`config.mk`:
```
export PLATFORM = sky130hd
export DESIGN_NAME = transpose_lookup_cache
export DESIGN_NICKNAME = d
export VERILOG_FILES = /design/src/tlc_pkg.sv /design/src/tlc_cell.sv /design/src/transpose_lookup_cache.sv
export SDC_FILE = /design/constraint.sdc
export NUM_CORES = 2
export LEC_CHECK = 0
export BUFFER_PORTS_ARGS = -buffer_cell sky130_fd_sc_hd__buf_2
export CORE_MARGIN = 2
export CORE_UTILIZATION = 25
export CTS_CLUSTER_DIAMETER = 100
export DETAILED_ROUTE_END_ITERATION = 6
export HOLD_SLACK_MARGIN = 0.12
export SLEW_MARGIN = 40
export SYNTH_ARGS = -nofsm -noshare
export SYNTH_HDL_FRONTEND = slang
export SYNTH_SLANG_ARGS = --single-unit
```
`constraint.sdc`:
```
create_clock -name clk_i -period 7.36 [get_ports clk_i]
set_clock_uncertainty 0.05 [all_clocks]
set_input_delay 0.368 -clock clk_i [delete_from_list [all_inputs] [get_ports clk_i]]
set_output_delay 0.368 -clock clk_i [all_outputs]
set_load 0.1 [all_outputs]
```
`src/tlc_pkg.sv`:
```
// Shared types and constants for the transpose lookup cache.
package tlc_pkg;

  localparam int unsigned Entries = 8;
  localparam int unsigned CntW    = $clog2(Entries + 1);
  localparam int unsigned TagW    = 64;
  localparam int unsigned PayW    = 32;
  localparam int unsigned SlotW   = 3;

  typedef struct packed {
    logic [TagW-1:0] address;
    logic [PayW-1:0] fill_value;
  } in_item_t;

  typedef struct packed {
    logic             hit;
    logic [PayW-1:0]  value;
    logic [SlotW-1:0] slot;
  } out_item_t;

  typedef struct packed {
    logic [TagW-1:0] tag;
    logic [PayW-1:0] payload;
  } entry_t;

  typedef enum logic [1:0] {
    OP_HOLD  = 2'd0,
    OP_LEFT  = 2'd1,
    OP_RIGHT = 2'd2
  } cell_op_e;

endpackage

```
`src/tlc_cell.sv`:
```
// One cache slot: holds a tag and payload, compares, and loads from a neighbour.
module tlc_cell (
  input  logic                        clk_i,
  input  logic                        valid_i,
  input  logic [tlc_pkg::TagW-1:0]    lookup_i,
  input  tlc_pkg::cell_op_e           op_i,
  input  tlc_pkg::entry_t             left_i,
  input  tlc_pkg::entry_t             right_i,
  output tlc_pkg::entry_t             entry_o,
  output logic                        match_o
);

  tlc_pkg::entry_t entry_q, entry_d;

  always_comb begin
    case (op_i)
      tlc_pkg::OP_LEFT:  entry_d = left_i;
      tlc_pkg::OP_RIGHT: entry_d = right_i;
      default:           entry_d = entry_q;
    endcase
  end

  always_ff @(posedge clk_i) begin
    entry_q <= entry_d;
  end

  assign match_o = valid_i && (entry_q.tag == lookup_i);
  assign entry_o = entry_q;

endmodule

```
`src/transpose_lookup_cache.sv`:
```
// Top level: chain of cache slots with transposition on hit and shift-in on miss.
//
//   channel | signals                          | payload
//   --------+----------------------------------+----------------------------
//   input   | in_valid_i / in_ready_o          | in_data_i  (address, fill)
//   output  | out_valid_o / out_ready_i        | out_data_o (hit, value, slot)
//
// An item is looked up and the slots updated in the cycle it transfers; its
// result sits in the output register from the next cycle, so one item per cycle while results are taken.
// The single compare-and-move pass over all slots sets that figure.
// Reset empties the cache (fill count to zero); slot contents are not cleared.
// A stalled output holds the result and blocks input until it is taken.
module transpose_lookup_cache (
  input  logic              clk_i,
  input  logic              rst_ni,
  input  logic              in_valid_i,
  output logic              in_ready_o,
  input  tlc_pkg::in_item_t in_data_i,
  output logic              out_valid_o,
  input  logic              out_ready_i,
  output tlc_pkg::out_item_t out_data_o
);

  tlc_pkg::entry_t                 entries [tlc_pkg::Entries];
  tlc_pkg::cell_op_e               ops     [tlc_pkg::Entries];
  logic [tlc_pkg::Entries-1:0]     match;
  logic [tlc_pkg::Entries-1:0]     valid;
  logic [tlc_pkg::CntW-1:0]        count_q, count_d;
  logic                            out_valid_q, out_valid_d;
  tlc_pkg::out_item_t              out_q, out_d;
  logic                            in_fire;
  logic                            hit;
  tlc_pkg::entry_t                 in_entry;

  assign in_ready_o = !out_valid_q || out_ready_i;
  assign in_fire    = in_valid_i && in_ready_o;
  assign hit        = |match;
  assign in_entry   = '{tag: in_data_i.address, payload: in_data_i.fill_value};

  for (genvar g = 0; g < tlc_pkg::Entries; g++) begin : g_cell
    tlc_pkg::entry_t left, right;

    assign valid[g] = count_q > tlc_pkg::CntW'(g);

    if (g == 0) begin : g_first
      assign left = in_entry;
    end else begin : g_rest
      assign left = entries[g-1];
    end

    if (g == tlc_pkg::Entries - 1) begin : g_last
      assign right = '0;
    end else begin : g_inner
      assign right = entries[g+1];
    end

    tlc_cell u_cell (
      .clk_i    (clk_i),
      .valid_i  (valid[g]),
      .lookup_i (in_data_i.address),
      .op_i     (ops[g]),
      .left_i   (left),
      .right_i  (right),
      .entry_o  (entries[g]),
      .match_o  (match[g])
    );
  end

  // Miss: shift every slot down. Hit at slot i > 0: swap slots i and i-1.
  always_comb begin
    for (int i = 0; i < tlc_pkg::Entries; i++) begin
      ops[i] = tlc_pkg::OP_HOLD;
      if (in_fire) begin
        if (!hit) begin
          ops[i] = tlc_pkg::OP_LEFT;
        end else if (i > 0 && match[i]) begin
          ops[i] = tlc_pkg::OP_LEFT;
        end else if (i < tlc_pkg::Entries - 1 && match[(i + 1) % tlc_pkg::Entries]) begin
          ops[i] = tlc_pkg::OP_RIGHT;
        end
      end
    end
  end

  always_comb begin
    out_d       = out_q;
    out_valid_d = out_valid_q;
    count_d     = count_q;
    if (out_valid_q && out_ready_i) begin
      out_valid_d = 1'b0;
    end
    if (in_fire) begin
      out_valid_d  = 1'b1;
      out_d.hit    = hit;
      out_d.value  = in_data_i.fill_value;
      out_d.slot   = '0;
      if (hit) begin
        out_d.value = '0;
        for (int i = 0; i < tlc_pkg::Entries; i++) begin
          if (match[i]) begin
            out_d.value = out_d.value | entries[i].payload;
            out_d.slot  = out_d.slot | tlc_pkg::SlotW'(i);
          end
        end
      end else if (count_q != tlc_pkg::CntW'(tlc_pkg::Entries)) begin
        count_d = count_q + tlc_pkg::CntW'(1);
      end
    end
  end

  always_ff @(posedge clk_i or negedge rst_ni) begin
    if (!rst_ni) begin
      count_q     <= '0;
      out_valid_q <= 1'b0;
    end else begin
      count_q     <= count_d;
      out_valid_q <= out_valid_d;
    end
  end

  always_ff @(posedge clk_i) begin
    out_q <= out_d;
  end

  assign out_valid_o = out_valid_q;
  assign out_data_o  = out_q;

  a_tag_unique: assert property (@(posedge clk_i) disable iff (!rst_ni)
    in_fire |-> $onehot0(match))
    else $error("address matches more than one slot");

  a_count_bound: assert property (@(posedge clk_i) disable iff (!rst_ni)
    count_q <= tlc_pkg::CntW'(tlc_pkg::Entries))
    else $error("fill count beyond cache depth");

  a_miss_grows: assert property (@(posedge clk_i) disable iff (!rst_ni)
    (in_fire && !hit && count_q != tlc_pkg::CntW'(tlc_pkg::Entries))
      |=> count_q == $past(count_q) + tlc_pkg::CntW'(1))
    else $error("miss did not grow fill count");

  a_hit_keeps: assert property (@(posedge clk_i) disable iff (!rst_ni)
    (in_fire && hit) |=> count_q == $past(count_q))
    else $error("hit changed fill count");

  a_result_follows: assert property (@(posedge clk_i) disable iff (!rst_ni)
    in_fire |=> out_valid_q && out_q.hit == $past(hit))
    else $error("result not registered after transfer");

endmodule

```
Word-level counts from Yosys, hierarchy flattened
Index checks and enable logic that the tools add are counted.

storage, ports and cells
  logic and storage cells = 149
  register bits = 809

operators by class
  muxes and demuxes = 63
  bitwise gates (word level) = 8
  magnitude comparators = 8
  reduce and logical (&&, ||, !) cells = 23
  add/subtract/negate cells = 1
  equality and inequality tests = 25

operators by type and width
  operator                                                                          count
  96-bit case mux with 2 select lines                                               8
  35-bit two-way mux                                                                23
  64-bit equality test                                                              8
  32-bit bitwise OR                                                                 7
  2-bit two-way mux                                                                 27
  2-bit nonzero test                                                                9
  4-bit by 3-bit greater-than comparator with 1-bit output (second input constant)  4
  2-bit by 1-bit equality test with 1-bit output (second input constant)            7
  2-bit equality test (second input constant)                                       7
  1-bit logical AND                                                                 10
  4-bit by 1-bit greater-than comparator with 1-bit output (second input constant)  2
  4-bit by 2-bit greater-than comparator with 1-bit output (second input constant)  2
  8-bit OR reduction                                                                1
  1-bit two-way mux                                                                 5
  4-bit by 1-bit adder with 4-bit output (second input constant)                    1
  4-bit inequality test (second input constant)                                     1
  3-bit AND reduction                                                               1
  1-bit by 2-bit equality test with 1-bit output (second input constant)            1
  1-bit equality test (second input constant)                                       1
  1-bit zero test                                                                   1
  1-bit logical OR                                                                  1
  1-bit inverter                                                                    1

Logic depth before layout (Yosys ltp)
  depth in word-level cells = 32
  depth in mapped cells = 16

Hierarchy
A second synthesis with hierarchy kept.

second synthesis, totals
  cells, all modules = 2839
  area total of the unflattened synthesis = 41494.8 um2

by module, submodules not included
  module                  area each (um2)  cells each  seq. area each (um2)  times used
  tlc_cell                4789.6           313         2882.8                8
  transpose_lookup_cache  3178.0           335         1206.2                1

Least setup slack after synthesis
OpenSTA, ideal clock, no wires.

  path kind = register to register
  from = register out_valid_q, in the netlist out_valid_o
  to = register g_cell[3].u_cell.entry_q, in the netlist g_cell[3].u_cell.entry_o[0] (enable)
  data required time = 6.860 ns
  arrival time = 5.720 ns
  setup time = 0.450 ns
  setup slack = 1.140 ns
  stages on the path, launching flop included = 8
  cells stage by stage = dfrtp_1 nand2b_1 nand2_1 inv_1 clkbuf_1 o21ai_0 ha_1 inv_1

on the way
  word-level cells in the longest chain between the ends = 6
  elaborated cells between the ends (all ways) = 7
  those cells by class = 2 x eq/ne; 1 x mux; 4 x reduce/logical

ends and longest elaborated chain
  item                                                                                   RTL line                       RTL
  start: declaration                                                                     transpose_lookup_cache.sv:29   logic out_valid_q, out_valid_d;
  start signal: assignment                                                               transpose_lookup_cache.sv:117  out_valid_q <= out_valid_d;
  1-bit zero test *                                                                      transpose_lookup_cache.sv:35   assign in_ready_o = !out_valid_q || out_ready_i;
  1-bit logical OR *                                                                     transpose_lookup_cache.sv:35
  named net in_ready_o                                                                   transpose_lookup_cache.sv:17   output logic in_ready_o,
  1-bit logical AND *                                                                    transpose_lookup_cache.sv:36   assign in_fire = in_valid_i && in_ready_o;
  named net in_fire                                                                      transpose_lookup_cache.sv:31   logic in_fire;
  2-bit two-way mux *                                                                    transpose_lookup_cache.sv:73   if (in_fire) begin
  2-bit by 1-bit equality test with 1-bit output or 2-bit equality test (tied branches)  tlc_cell.sv:16                 case (op_i)
  2-bit nonzero test (no line) *                                                         -
  end signal: assignment                                                                 tlc_cell.sv:24                 entry_q <= entry_d;
  end: declaration                                                                       tlc_cell.sv:13                 tlc_pkg::entry_t entry_q, entry_d;

The timed path passes the listed nets; every way through them passes the cells marked *.
A chain may end at the register's enable or synchronous reset.

==> run_results.csv <==
group,metric,value,unit
outcome,status,"finished clean",
placed_design,dp_cells,4858,
clock_network,clockRootBuffer,"clkbuf_16",
detailed_routing,detail_route.wl_per_cell,28.7,um
logic_synthesis,ys.warnings.count,0,
final_layout,syn_to_final_growth,16.9,%
timing,max-slew-margin-rel,35.2,%
timing,setup_viol,0,
setup_path,endpoint_kind,"flip-flop",
global_route,grt_max_degree,51,
global_route,grt_usage,17.3,%
setup_path,criticalPathCategory,"reg2reg",
worst_hold_path,hold_class,"in2reg",
die,chipHeight,407,um
final_layout,fin_cells,5073,
die,die_x,407,um
setup_path,crit_fanout,34,
detailed_routing,vias,25300,
global_route,grt_pass1_vias,24800,
power_and_ir_drop,power_density,241,nW/um2
timing,hold_violations,0,
setup_path,start_kind,"flip-flop",
logic_synthesis,synth_area_per_cell,15.1,um2
logic_synthesis,yosysUniqueCellTypes,53,
detailed_routing,first_pass_iters,5,
timing,whs,0.171,ns
clock_network,clk_path_buf_depth,3,
detailed_routing,drtIter0Drc,3354,
global_route,grt_pass1_wl,201,mm
clock_network,clock_latency,0.70,ns
final_layout,fill_cells,16100,
power_and_ir_drop,power,0.0114,W
placed_design,portBuffers,137,
placed_design,dp_slack,2.00,ns
global_route,antenna_found_initial,32,
die,core,161000,um2
timing,max_freq,0.185,GHz
final_layout,register_area,24300,um2
placed_design,dpl.hpwl,101,mm
detailed_routing,routed_wl,146,mm
setup_path,required,7.74,ns
timing,fin_setup_tns,0,ns
die,rows,147,
clock_network,cts_htree_levels,3,
final_layout,multi_input_area,15500,um2
setup_path,cp.arrival,5.77,ns
die,start_util,25.2,%
clock_network,clk_pin_slew_worst_paths,0.06,ns
timing,period_needed,5.39,ns
logic_synthesis,synthesis.area,40600,um2
detailed_routing,vias_per_cell,4.99,
final_layout,final_nets,2945,
clock_network,cts.sinks,809,
job,max_cap_violations,0,
timing,post-route-period-util,73.3,%
timing,worstMarginPinSlew,0.963,ns
timing,report.final.slew_viol_count,0,
clock_network,numCtsBuffers,91,
die,io_pins,138,
logic_synthesis,yosysSeqAreaShare,59.8,%
clock_network,cts_tree,"done",
detailed_routing,drc,0,
timing,rsz0062_at_grt,"false",
logic_synthesis,synth_cells,2684,
placed_design,globalplace.congestion,1.02,
clock_network,post_cts_resize_count,0,
global_route,grt-ovfl-total,0,
logic_synthesis,ys_seq_elements,809,
power_and_ir_drop,vdd_drop_max,0.180,mV
die,die_area,166000,um2
timing,finalWorstSetupSlack,1.97,ns
detailed_routing,antenna_left,0,
logic_synthesis,syn_nets,2795,
power_and_ir_drop,p_leak,15.5,nW
final_layout,drive_gt1_share,36.3,%
## sequential cells by signal, summed over array words and instances (netlist names)
register and count:
count_q 4, out_valid_o 1, out_data_o 36, g_cell.u_cell.entry_o 768
## timing repair
item | in CTS | in global routing
buffers inserted | 0 | 0
hold buffers | 43 | 0
hold endpoints to repair | 77 | 0
## final timing paths
check	start	cells after the start	end	slack, ns
setup / recovery	g_cell[7].u_cell.entry_o[80]	11	g_cell[2].u_cell.entry_o[8]	1.97
max in group asynchronous	rst_ni	3	out_valid_o	6.11
hold / removal	in_data_i[87]	2	g_cell[0].u_cell.entry_o[87]	0.17
hold reg to reg	g_cell[6].u_cell.entry_o[90]	0	g_cell[7].u_cell.entry_o[90]	0.43
min in group asynchronous	rst_ni	3	count_q[0]	0.75
setup reg to reg	g_cell[7].u_cell.entry_o[80]	11	g_cell[2].u_cell.entry_o[8]	1.97
## cell usage after synthesis (all sizes together)
library cell | instances | share of area, %
o2bb2ai | 1 | 0.022
a221o | 1 | 0.025
nor2 | 8 | 0.11
a222oi | 2 | 0.049
a211oi | 2 | 0.037
nand4 | 85 | 1.3
o211ai | 1 | 0.019
a2111oi | 2 | 0.043
o22ai | 8 | 0.12
o31ai | 1 | 0.019
dfrtp | 5 | 0.31
a21oi | 3 | 0.037
nor3 | 14 | 0.17
a2111o | 1 | 0.028
inv | 41 | 0.40
edfxtp | 804 | 59
or4 | 8 | 0.16
nand2b | 11 | 0.17
buf | 82 | 1.2
and3 | 5 | 0.077
ha | 11 | 0.34
o221ai | 2 | 0.043
mux2 | 686 | 19
xnor2 | 157 | 3.4
and2 | 4 | 0.062
o21ai | 29 | 0.36
o2111ai | 3 | 0.065
o21a | 1 | 0.019
a22oi | 128 | 2.4
nor4b | 1 | 0.059
nand3 | 8 | 0.099
xor2 | 324 | 7.0
nor2b | 8 | 0.12
or3 | 4 | 0.074
o31a | 1 | 0.022
nor4 | 92 | 1.5
a221oi | 4 | 0.086
nand2 | 39 | 0.36
clkbuf | 93 | 0.86
nor4bb | 1 | 0.025
nor3b | 3 | 0.055
## metal layers
| metal | up-vias | global-route usage, % | part of all wire, % |
|---|---|---|---|
| met1 | 13100 | 23.6 | 42 |
| met3 | 276 | 4.09 | 9.1 |
| met5 | - | 0 | 0.12 |
| met4 | 28 | 7.03 | 4.1 |
| met2 | 1304 | 26.2 | 45 |
| li1 | 10600 | - | - |
## cells in the final DEF (no fill, tap or decap), types with 7 or more instances in the layout
master         instances
a22oi_1              128
buf_12                20
buf_2                137
buf_4                 32
bufinv_16              8
clkbuf_1               9
clkbuf_16             94
clkinv_1              25
clkinv_2              23
dlygate4sd3_1         43
edfxtp_1             804
ha_4                   7
inv_1                 28
inv_6                  9
mux2_2               657
mux2_4                29
nand2_1               39
nand2b_1              11
nand3_1                8
nand4_1               85
nor2_1                 7
nor2b_1                8
nor3_1                14
nor4_1                76
nor4_2                12
o21ai_0               29
o22ai_1                8
or4_1                  7
xnor2_1              157
xor2_1               323
## cell families after synthesis
family                   after synthesis  synth area share (%)
flip-flops                           809                  59.8
multiplexers                         686                  19.3
XOR/XNOR                             481                  10.4
AND/OR/NAND/NOR                      291                  4.38
buffers and inverters                216                  2.43
AO/OA/AOI/OAI                        190                  3.36
adder cells (fa/ha/maj)               11                 0.339
## report_power, final
part / switching [W] / internal (W)
sequential: 0.000239 / 0.00540
clock: 0.00200 / 0.00262
combinational: 0.000808 / 0.000386
## layout make-up
cell class / instances / share of cell area, %
clock inverters: 67 / 1.22
multi-input cells: 1659 / 32.7
clock buffers: 103 / 5.03
well taps: 2160 / 5.70
repair buffers: 232 / 3.70
inverters: 41 / 0.419
flip-flops and latches: 809 / 51.2
diodes: 2 / 0.0106
## critical path: stages, from the launching register on
cell	delay [ns]
edfxtp_1	0.41
xnor2_1	0.72
nand4_1	0.43
nor4_1	0.39
nand4_1	0.20
nor4_2	0.70
or4_1	0.41
nor2_8	0.10
o21ai_0	0.31
ha_4	0.60
buf_12	0.32
mux2_2	0.38
## per-stage QoR
| step | util (%) | cell area (um2) |
|---|---|---|
| 3_3_place_gp | 27.3 | 43900 |
| 3_5_place_dp | 27.4 | 44000 |
| 6_report | 29.5 | 47400 |
| 5_1_grt | 29.5 | 47400 |
| 2_1_floorplan | - | 40600 |
| 4_1_cts | 29.5 | 47400 |
Power figures use the tool's default switching activity.
